File: config.mk
export PLATFORM = sky130hd
export DESIGN_NAME = rgba_delta_filter_undo
export DESIGN_NICKNAME = d
export VERILOG_FILES = /design/src/rtl/core/rdfu_pkg.sv /design/src/rtl/core/rgba_delta_filter_undo.sv
export SDC_FILE = /design/constraint.sdc
export NUM_CORES = 1
export LEC_CHECK = 0
export BUFFER_PORTS_ARGS = -buffer_cell sky130_fd_sc_hd__buf_2
export CORE_AREA = 2 2 186 188
export CTS_BUF_LIST = sky130_fd_sc_hd__clkbuf_8 sky130_fd_sc_hd__clkbuf_16
export DETAILED_ROUTE_END_ITERATION = 12
export DIE_AREA = 0 0 188 190
export GPL_TIMING_DRIVEN = 1
export PLACE_DENSITY = 0.92
export SLEW_MARGIN = 25
export SYNTH_ARGS = -nofsm -noshare
export SYNTH_HDL_FRONTEND = slang
export SYNTH_SLANG_ARGS = --single-unit
File: constraint.sdc
create_clock -name i_clk -period 13.7 [get_ports i_clk]
set_input_delay 0.685 -clock i_clk [delete_from_list [all_inputs] [get_ports i_clk]]
set_output_delay 0.685 -clock i_clk [all_outputs]
set_load 0.1 [all_outputs]
File: src/rtl/core/rdfu_pkg.sv
// Package for the RGBA delta filter undo block: register map, modes and widths.
`timescale 1ns / 1ps
`default_nettype none

package rdfu_pkg;

    localparam int PixelWidth = 32;
    localparam int DimWidth   = 16;
    localparam int AddrWidth  = 32;
    localparam int CfgIdxWidth = 3;
    localparam int CfgDataWidth = 32;

    typedef logic [PixelWidth-1:0]   t_pixel;
    typedef logic [DimWidth-1:0]     t_dim;
    typedef logic [AddrWidth-1:0]    t_addr;
    typedef logic [CfgIdxWidth-1:0]  t_cfg_idx;
    typedef logic [1:0]              t_mode;

    // Configuration register indexes
    localparam t_cfg_idx CfgFilterMode   = 3'd0;
    localparam t_cfg_idx CfgAlphaEnabled = 3'd1;
    localparam t_cfg_idx CfgImageWidth   = 3'd2;
    localparam t_cfg_idx CfgImageHeight  = 3'd3;
    localparam t_cfg_idx CfgStartValue   = 3'd4;

    // Filter modes; the unused code behaves as ModeNone
    localparam t_mode ModeNone = 2'd0;
    localparam t_mode ModeSub  = 2'd1;
    localparam t_mode ModeUp   = 2'd2;

    localparam t_pixel StartValueReset = 32'h0000_00FF;
    localparam logic [7:0] AlphaOpaque = 8'hFF;

    typedef struct packed {
        t_pixel pixel;
        t_addr  addr;
        logic   last;
    } t_result;

    // Per-byte add modulo 256; alpha forced opaque unless accumulated.
    function automatic t_pixel add_bytes(input t_pixel prev, input t_pixel cur,
                                         input logic with_alpha);
        t_pixel res;
        res[31:24] = prev[31:24] + cur[31:24];
        res[23:16] = prev[23:16] + cur[23:16];
        res[15:8]  = prev[15:8]  + cur[15:8];
        res[7:0]   = with_alpha ? (prev[7:0] + cur[7:0]) : AlphaOpaque;
        return res;
    endfunction

endpackage

`default_nettype wire

File: src/rtl/core/rgba_delta_filter_undo.sv
// Top level of the RGBA delta filter undo: pixel restore, position counters, result skid.
//
//  channel   | direction | handshake                       | payload
//  ----------+-----------+---------------------------------+-------------------------------
//  pixel in  | in        | i_pixel_valid / o_pixel_stall   | i_pixel_in
//  result    | out       | o_result_valid / i_result_stall | o_pixel_out, o_store_address,
//            |           |                                 | o_last_pixel
//  config    | in        | i_cfg_valid / o_cfg_ready       | i_cfg_index, i_cfg_data
//
// One pixel per clock while o_pixel_stall is low; o_pixel_out and its address are registered.
// The byte adders, the 16x16 address multiply and the counters sit between the
// state registers and the result register.
// A two-entry result buffer (output register plus skid) keeps input beats flowing
// while the result side stalls; o_pixel_stall rises when both entries are full or in reset.
// Synchronous active-low reset; stall is held and cfg ready low during reset.
`timescale 1ns / 1ps
`default_nettype none

module rgba_delta_filter_undo
    import rdfu_pkg::*;
(
    input  wire logic                    i_clk,
    input  wire logic                    i_rst_n,

    input  wire logic                    i_pixel_valid,
    output      logic                    o_pixel_stall,
    input  wire logic [PixelWidth-1:0]   i_pixel_in,

    output      logic                    o_result_valid,
    input  wire logic                    i_result_stall,
    output      logic [PixelWidth-1:0]   o_pixel_out,
    output      logic [AddrWidth-1:0]    o_store_address,
    output      logic                    o_last_pixel,

    input  wire logic                    i_cfg_valid,
    output      logic                    o_cfg_ready,
    input  wire logic [CfgIdxWidth-1:0]  i_cfg_index,
    input  wire logic [CfgDataWidth-1:0] i_cfg_data
);

    // Configuration registers
    t_mode  r_filter_mode;
    logic   r_alpha_enabled;
    t_dim   r_image_width;
    t_dim   r_image_height;
    t_pixel r_start_value;

    // Walk state
    t_pixel r_running;
    t_dim   r_row;
    t_dim   r_col;
    logic   r_first;
    logic   r_ready;

    // Result buffer
    t_result r_out;
    t_result r_skid;
    logic    r_out_valid;
    logic    r_skid_valid;

    t_dim    w_eff;
    t_dim    h_eff;
    logic    row_end;
    logic    col_end;
    logic    last;
    logic    filtering;
    t_pixel  prev;
    t_pixel  restored;
    t_result res;
    logic    in_fire;
    logic    out_fire;
    logic    cfg_fire;
    t_dim    n_row;
    t_dim    n_col;
    logic    n_first;

    assign cfg_fire = i_cfg_valid && o_cfg_ready;
    assign in_fire  = i_pixel_valid && !o_pixel_stall;
    assign out_fire = r_out_valid && !i_result_stall;

    assign o_cfg_ready     = r_ready;
    assign o_pixel_stall   = r_skid_valid || !r_ready;
    assign o_result_valid  = r_out_valid;
    assign o_pixel_out     = r_out.pixel;
    assign o_store_address = r_out.addr;
    assign o_last_pixel    = r_out.last;

    always_comb begin
        w_eff = (r_image_width  == '0) ? t_dim'(1) : r_image_width;
        h_eff = (r_image_height == '0) ? t_dim'(1) : r_image_height;
        row_end = r_row >= (h_eff - t_dim'(1));
        col_end = r_col >= (w_eff - t_dim'(1));
        last = row_end && col_end;
        filtering = (r_filter_mode == ModeSub) || (r_filter_mode == ModeUp);
        prev = r_first ? r_start_value : r_running;
        restored = filtering ? add_bytes(prev, i_pixel_in, r_alpha_enabled) : i_pixel_in;

        res.pixel = restored;
        // max 65535*65535 + 65535 still fits in 32 bits
        res.addr  = t_addr'(w_eff) * t_addr'(r_row) + t_addr'(r_col);
        res.last  = last;

        n_row   = r_row;
        n_col   = r_col;
        n_first = 1'b0;
        if (last) begin
            n_row   = '0;
            n_col   = '0;
            n_first = 1'b1;
        end else if (r_filter_mode == ModeUp) begin
            if (row_end) begin
                n_row = '0;
                n_col = r_col + t_dim'(1);
            end else begin
                n_row = r_row + t_dim'(1);
            end
        end else begin
            if (col_end) begin
                n_col = '0;
                n_row = r_row + t_dim'(1);
            end else begin
                n_col = r_col + t_dim'(1);
            end
        end
    end

    // Configuration writes
    always_ff @(posedge i_clk) begin
        if (!i_rst_n) begin
            r_filter_mode   <= ModeNone;
            r_alpha_enabled <= 1'b0;
            r_image_width   <= t_dim'(1);
            r_image_height  <= t_dim'(1);
            r_start_value   <= StartValueReset;
            r_ready         <= 1'b0;
        end else begin
            r_ready <= 1'b1;
            if (cfg_fire) begin
                case (i_cfg_index)
                    CfgFilterMode:   r_filter_mode   <= i_cfg_data[1:0];
                    CfgAlphaEnabled: r_alpha_enabled <= i_cfg_data[0];
                    CfgImageWidth:   r_image_width   <= i_cfg_data[DimWidth-1:0];
                    CfgImageHeight:  r_image_height  <= i_cfg_data[DimWidth-1:0];
                    CfgStartValue:   r_start_value   <= i_cfg_data[PixelWidth-1:0];
                    default: ;
                endcase
            end
        end
    end

    // Position and first-pixel flag
    always_ff @(posedge i_clk) begin
        if (!i_rst_n) begin
            r_row   <= '0;
            r_col   <= '0;
            r_first <= 1'b1;
        end else if (in_fire) begin
            r_row   <= n_row;
            r_col   <= n_col;
            r_first <= n_first;
        end
    end

    // Seen mid-image when filtering starts after pass-through pixels
    always_ff @(posedge i_clk) begin
        if (!i_rst_n) begin
            r_running <= StartValueReset;
        end else if (in_fire && filtering) begin
            r_running <= restored;
        end
    end

    // Result register and skid entry
    always_ff @(posedge i_clk) begin
        if (!i_rst_n) begin
            r_out_valid  <= 1'b0;
            r_skid_valid <= 1'b0;
        end else if (r_skid_valid) begin
            if (out_fire) begin
                r_skid_valid <= 1'b0;
            end
        end else if (in_fire) begin
            if (r_out_valid && !out_fire) begin
                r_skid_valid <= 1'b1;
            end
            r_out_valid <= 1'b1;
        end else if (out_fire) begin
            r_out_valid <= 1'b0;
        end
    end

    always_ff @(posedge i_clk) begin
        if (r_skid_valid) begin
            if (out_fire) begin
                r_out <= r_skid;
            end
        end else if (in_fire) begin
            if (r_out_valid && !out_fire) begin
                r_skid <= res;
            end else begin
                r_out <= res;
            end
        end
    end

    // The skid entry only fills behind a held output beat
    assert property (@(posedge i_clk) disable iff (!i_rst_n)
        r_skid_valid |-> r_out_valid)
        else $error("skid entry valid without output beat");

    // A stalled output beat is never dropped
    assert property (@(posedge i_clk) disable iff (!i_rst_n)
        (r_out_valid && i_result_stall) |=> r_out_valid)
        else $error("stalled result beat lost");

    // The pixel marked last starts a new image
    assert property (@(posedge i_clk) disable iff (!i_rst_n)
        (in_fire && last) |=> (r_first && r_row == '0 && r_col == '0))
        else $error("image end did not rewind position");

    // A pixel that is not last leaves the first-pixel flag clear
    assert property (@(posedge i_clk) disable iff (!i_rst_n)
        (in_fire && !last) |=> !r_first)
        else $error("first-pixel flag set mid-image");

endmodule

`default_nettype wire
**Word-level counts from Yosys, hierarchy flattened**

Cells that the tools add are included.

- Register bits after elaboration: 265
- Bits of input ports: 72
- Output and inout port bits: 68
- Word-level logic and storage cells: 93

- Add/subtract/negate cells: 9
- Multiply operators: 1
- Order comparisons: 2
- Eq/ne operators: 9
- Multiplexer cells: 25
- Bitwise logic cells: 1
- Reductions and logical operators: 28

Operators with widths:

| kind | count |
|---|---|
| $mux W65 | 4 |
| $mux W16 | 10 |
| $mux W32 | 2 |
| $add A16 B1 Y16 const B | 2 |
| $add A32 B16 Y32 | 1 |
| $add A8 B8 Y8 | 4 |
| $ge A16 B16 Y1 | 2 |
| $logic_not A16 Y1 | 2 |
| $mul A16 B16 Y32 | 1 |
| $sub A16 B1 Y16 const B | 2 |
| $reduce_and A2 Y1 | 8 |
| $mux W1 | 8 |
| $mux W8 | 1 |
| $eq A3 B2 Y1 const B | 2 |
| $logic_and A1 B1 Y1 | 6 |
| $reduce_and A3 Y1 | 2 |
| $logic_not A1 Y1 | 4 |
| $reduce_bool A2 Y1 | 2 |
| $eq A3 B1 Y1 const B | 1 |
| $eq A3 B3 Y1 const B | 1 |
| $logic_not A3 Y1 | 1 |
| $ne A3 B3 Y1 const B | 1 |
| $reduce_bool A3 Y1 | 1 |
| $eq A2 B1 Y1 const B | 1 |
| other kinds (5) | 6 |

**Longest topological paths before layout**

- Depth in word-level cells: 8
- Depth in mapped cells: 26
- Mapped depth without buffers: 25

**Worst setup path before layout**

OpenSTA, ideal clock, no wires.

- Path type: register to register
- From: register r_image_width[12]
- To: register r_out (netlist bit o_store_address[31]), data pin
- Library setup time: 0.260 ns
- Arrival time: 6.130 ns
- Required time: 13.440 ns
- Slack: 7.309 ns
- Cell stages (with the launch flop): 23
- Path buffers: 2
- Period minus slack after synthesis: 6.391 ns
- Cell sequence: dfxtp_1 clkbuf_1 or4_1 nor3_1 a31o_2 clkbuf_1 nand2_1 fa_1 fa_1 fa_1 fa_1 fa_1 fa_1 inv_1 ha_1 a21o_1 a21oi_1 o21ai_0 a21oi_4 o2111ai_4 a311oi_2 xnor2_1 mux2_4

RTL lines:

| item | line | RTL |
|---|---|---|
| from (decl) | rgba_delta_filter_undo.sv:44 | `t_dim r_image_width;` |
| from (signal assigned) | rgba_delta_filter_undo.sv:132 | `r_image_width <= t_dim'(1);` |
| from (signal assigned) | rgba_delta_filter_undo.sv:142 | `CfgImageWidth: r_image_width <= i_cfg_data[DimWidth-1:0];` |
| to (signal assigned) | rgba_delta_filter_undo.sv:195 | `r_out <= r_skid;` |
| to (signal assigned) | rgba_delta_filter_undo.sv:201 | `r_out <= res;` |
| to (decl) | rgba_delta_filter_undo.sv:56 | `t_result r_out;` |

==> run metrics <==
depth of the CTS H-tree 1; total count of hold-check failures in the final report 0; number of distinct library cells after synthesis between 80 and 90; count of state elements after synthesis 265; clock latency on the worst-skew pair 590 ps; routability cong. 0.9493; final core area utilization 0.7190; parity-gate share of the synthesized area counting xor and xnor cells 0.02837; clock transition time at the flip-flop clock pins of the worst setup and hold paths approximately 60 ps; overall via count from detail_route between 15000 and 20000; area of the multi-input gates 14280 sq um; CTS tree done; Cell Pwr Density 76.73 nW/um^2; total core area 33950 sq um; synthesized area divided by synthesized cell count around 9.4 sq um; Die H 190 microns; status completed; most instantiated flip-flop cell in the synthesis netlist sky130_fd_sc_hd__dfxtp_1; vias in the first global route 18530; total number of placement rows just under 70; Post-Route WL 58290 microns; number of failing setup endpoints in the final timing report 0; initial antenna violation count 3; total net switching power 0.5155 mW; clock sink count ~270; post-synthesis cell area 22530 sq um; sw frac 0.2753; Setup Skew roughly 41 ps; number of DRC violations after detailed-routing iteration 0 1847; register area roughly 6600 sq um; post-route antenna net violation count 0; # diodes 0; die footprint 35720 sq um; area share of fa/ha/maj cells after synthesis 0.2851; number of search-and-repair iterations in the first detailed-routing pass 6; worst slack at placement roughly 6500 ps; Syn Nets 2845; time the final worst path needs with I/O delays and setup roughly 7300 ps; global-route wire length before repair around 94000 microns; GRT Residual Overflow 0; proportion of synthesized chip area in sequential cells 0.2932; I/O pin total 140; CP arrival about 7700 ps; number of clock buffers inserted by TritonCTS 28; Period Utilization, post-route 0.5302; initial cell density of the core 0.6638; Leak Pwr 10.81 nW; share of the synthesized area in compound gates (AO/OA/AOI/OAI) 0.1089; Synth warnings 0; total negative setup slack 0 ps; worst hold slack across all endpoints between 300 and 400 ps; simple logic cell fraction of the synthesized area 0.1620; share of synthesized area spent on multiplexers 0.04825; # DRC 0; CTS hold repair buffers 0; number of buffers inserted by post-CTS setup repair 0; internal portion of total power approximately 1.4 mW; number of vias per cell 6.205; horizontal die dimension 188 microns; final count of pins violating max slew 0; count of max-cap constraint violations 0; synth-to-layout area growth 8.318%; worst-case clock buffer depth 3; total routing resource utilization after global routing 0.3275; Clk Tree Root Cell sky130_fd_sc_hd__clkbuf_16; critical setup path kind flop to flop; normalized max-slew margin 0.3181; Required @ worst endpoint 14110 ps; highest attainable clock frequency 137.7 MHz; Critical Path Start Type flop; RSZ-0062 raised after global routing false; layout cells sized above 1 0.1251; relative contribution of sequential cells to total power 0.459; fin nets about 2900; worst IR drop on VDD 0.1053 mV; Worst Max-Slew Pin Slew 1021 ps; largest fanout on the critical path 22; count of port buffers added during placement 139; main combinational cell family by area after synthesis adder cells; category of the worst setup path capture point flop; final worst slack 6436 ps; hold crit path type input pin to flop; Post-CTS Resized 0; number of synthesized flops with an enable pin 130; Filler cells 2211; number of cells on the worst hold path 3; combinational share of power 0.121; share of total power in the clock network 0.420; worst r2r path cells 23; pin count of the biggest net entering global routing 71; routed len/inst 19.98 microns; synthesized instance count 2388; HPWL Detailed 42160 microns; async set-reset flop share out of synthesis 0
[cell usage after synthesis (4+ instances only)]
cell                       count  share of area
sky130_fd_sc_hd__nand2_1     411          0.068
sky130_fd_sc_hd__inv_1       302          0.050
sky130_fd_sc_hd__fa_1        214           0.19
sky130_fd_sc_hd__ha_1        171          0.095
sky130_fd_sc_hd__dfxtp_1     135           0.12
sky130_fd_sc_hd__edfxtp_1    130           0.17
sky130_fd_sc_hd__clkbuf_1    122          0.020
sky130_fd_sc_hd__and2_1      110          0.031
sky130_fd_sc_hd__a21oi_1      79          0.018
sky130_fd_sc_hd__mux2_2       73          0.036
sky130_fd_sc_hd__a21boi_0     64          0.021
sky130_fd_sc_hd__nor2_1       63          0.010
sky130_fd_sc_hd__o21ai_0      53          0.012
sky130_fd_sc_hd__xnor2_1      53          0.021
sky130_fd_sc_hd__nand3_1      51          0.011
sky130_fd_sc_hd__mux2i_1      25          0.011
sky130_fd_sc_hd__a21o_1       24         0.0080
sky130_fd_sc_hd__nor4_1       24         0.0067
sky130_fd_sc_hd__o21bai_1     22         0.0073
sky130_fd_sc_hd__xor2_1       20         0.0078
sky130_fd_sc_hd__o31ai_1      17         0.0057
sky130_fd_sc_hd__and3_1       16         0.0044
sky130_fd_sc_hd__o311ai_0     16         0.0062
sky130_fd_sc_hd__nor2b_1      14         0.0039
sky130_fd_sc_hd__nand4_1      13         0.0036
sky130_fd_sc_hd__or3_1        13         0.0036
sky130_fd_sc_hd__or4_1        13         0.0043
sky130_fd_sc_hd__nor3_1       11         0.0024
sky130_fd_sc_hd__o211ai_1     10         0.0033
sky130_fd_sc_hd__buf_2         8         0.0018
sky130_fd_sc_hd__buf_1         7         0.0012
sky130_fd_sc_hd__nand2b_1      7         0.0019
sky130_fd_sc_hd__and4_1        6         0.0023
sky130_fd_sc_hd__o21ai_1       6         0.0013
sky130_fd_sc_hd__nor3b_1       5         0.0017
sky130_fd_sc_hd__o21a_1        5         0.0017
sky130_fd_sc_hd__a211o_1       4         0.0016
sky130_fd_sc_hd__nand3b_1      4         0.0013
sky130_fd_sc_hd__o31a_1        4         0.0016
[flip-flops by register name (all words and copies together) (netlist names)]
register         count
o_store_address     32
o_result_valid       1
r_filter_mode        2
r_skid              65
r_image_width       16
r_first              1
o_pixel_out         32
r_skid_valid         1
r_running           32
o_last_pixel         1
r_alpha_enabled      1
r_col               16
o_cfg_ready          1
r_start_value       32
r_image_height      16
r_row               16
[layout by cell type, fill, tap and decap left out, types with 14 or more instances in the layout]
master	n
sky130_fd_sc_hd__o311ai_0	16
sky130_fd_sc_hd__buf_2	138
sky130_fd_sc_hd__dfxtp_1	135
sky130_fd_sc_hd__xnor2_1	53
sky130_fd_sc_hd__mux2i_1	25
sky130_fd_sc_hd__buf_4	22
sky130_fd_sc_hd__and2_1	110
sky130_fd_sc_hd__o21bai_1	22
sky130_fd_sc_hd__a21o_1	24
sky130_fd_sc_hd__nor2b_1	14
sky130_fd_sc_hd__fa_1	214
sky130_fd_sc_hd__edfxtp_1	130
sky130_fd_sc_hd__and3_1	15
sky130_fd_sc_hd__nor2_1	61
sky130_fd_sc_hd__nand2_1	411
sky130_fd_sc_hd__inv_1	304
sky130_fd_sc_hd__xor2_1	20
sky130_fd_sc_hd__o21ai_0	53
sky130_fd_sc_hd__mux2_2	73
sky130_fd_sc_hd__a21oi_1	78
sky130_fd_sc_hd__ha_1	171
sky130_fd_sc_hd__nand3_1	51
sky130_fd_sc_hd__clkbuf_16	28
sky130_fd_sc_hd__nor4_1	24
sky130_fd_sc_hd__a21boi_0	64
sky130_fd_sc_hd__o31ai_1	17
[cells by family (layout without fill, tap and decap cells)]
| kind of cell | Yosys count | in the layout |
|---|---|---|
| AND/OR/NAND/NOR | 773 | 773 |
| buffers and inverters | 442 | 516 |
| adder cells (fa/ha/maj) | 385 | 385 |
| AO/OA/AOI/OAI | 351 | 351 |
| flip-flops | 265 | 265 |
| multiplexers | 99 | 99 |
| XOR/XNOR | 73 | 73 |
[path summary, 6_finish.rpt]
path / startpoint / end / slack (ps)
setup reg to reg: r_image_width[9]$_SDFFE_PN0P_ / r_skid[31]$_DFFE_PP_ / 6440
hold reg to reg: r_running[24]$_SDFFE_PN0P_ / r_running[24]$_SDFFE_PN0P_ / 460
hold / removal: i_cfg_data[18] / r_start_value[18]$_SDFFE_PN0P_ / 340
setup / recovery: r_image_width[9]$_SDFFE_PN0P_ / r_skid[31]$_DFFE_PP_ / 6440
[area by class of cell]
type	count	share of cell area
multi-input cells	1681	0.5850
flip-flops and latches	265	0.2707
inverters	304	0.04675
repair buffers	160	0.03506
clock buffers	31	0.03040
well taps	455	0.02332
clock inverters	21	0.008766
[critical path: stages (launching register included)]
cell and delay [ps]:
sky130_fd_sc_hd__dfxtp_1 530, sky130_fd_sc_hd__or4_1 670, sky130_fd_sc_hd__nor3_1 210, sky130_fd_sc_hd__a31o_2 430, sky130_fd_sc_hd__inv_1 200, sky130_fd_sc_hd__nor2_1 140
sky130_fd_sc_hd__ha_1 250, sky130_fd_sc_hd__ha_1 280, sky130_fd_sc_hd__inv_1 50, sky130_fd_sc_hd__fa_1 480, sky130_fd_sc_hd__inv_1 70, sky130_fd_sc_hd__fa_1 480
sky130_fd_sc_hd__fa_1 500, sky130_fd_sc_hd__inv_1 50, sky130_fd_sc_hd__fa_1 470, sky130_fd_sc_hd__inv_1 40, sky130_fd_sc_hd__ha_1 380, sky130_fd_sc_hd__inv_1 150
sky130_fd_sc_hd__o21ai_1 230, sky130_fd_sc_hd__a41oi_1 130, sky130_fd_sc_hd__nor4_1 630, sky130_fd_sc_hd__o21ai_1 280, sky130_fd_sc_hd__and4b_1 250, sky130_fd_sc_hd__a311oi_1 210
[metrics by stage]
stage	std cells	cell area (sq um)	power, mW
finish	2917	24410	1.873
global route	2917	24410	1.919
CTS	2917	24400	1.873
detailed placement	2865	23440	1.095
global placement	2865	23440	1.088
floorplan	2388	22530	1.040
[per-layer routing]
metal	global-route usage	share of wire
met1	0.4057	0.37
met2	0.5527	0.48
met3	0.06696	0.10
met4	0.1535	0.050
met5	0	0.00075
[power groups by stage]
| stage | logic, mW | registers, mW | clock network [mW] |
|---|---|---|---|
| finish | 0.226 | 0.860 | 0.786 |
| global route | 0.238 | 0.861 | 0.820 |
| CTS | 0.221 | 0.860 | 0.791 |
| detailed placement | 0.219 | 0.877 | 0 |
| global placement | 0.212 | 0.876 | 0 |
| floorplan | 0.102 | 0.938 | 0 |
(Power assumes the default switching activity.)
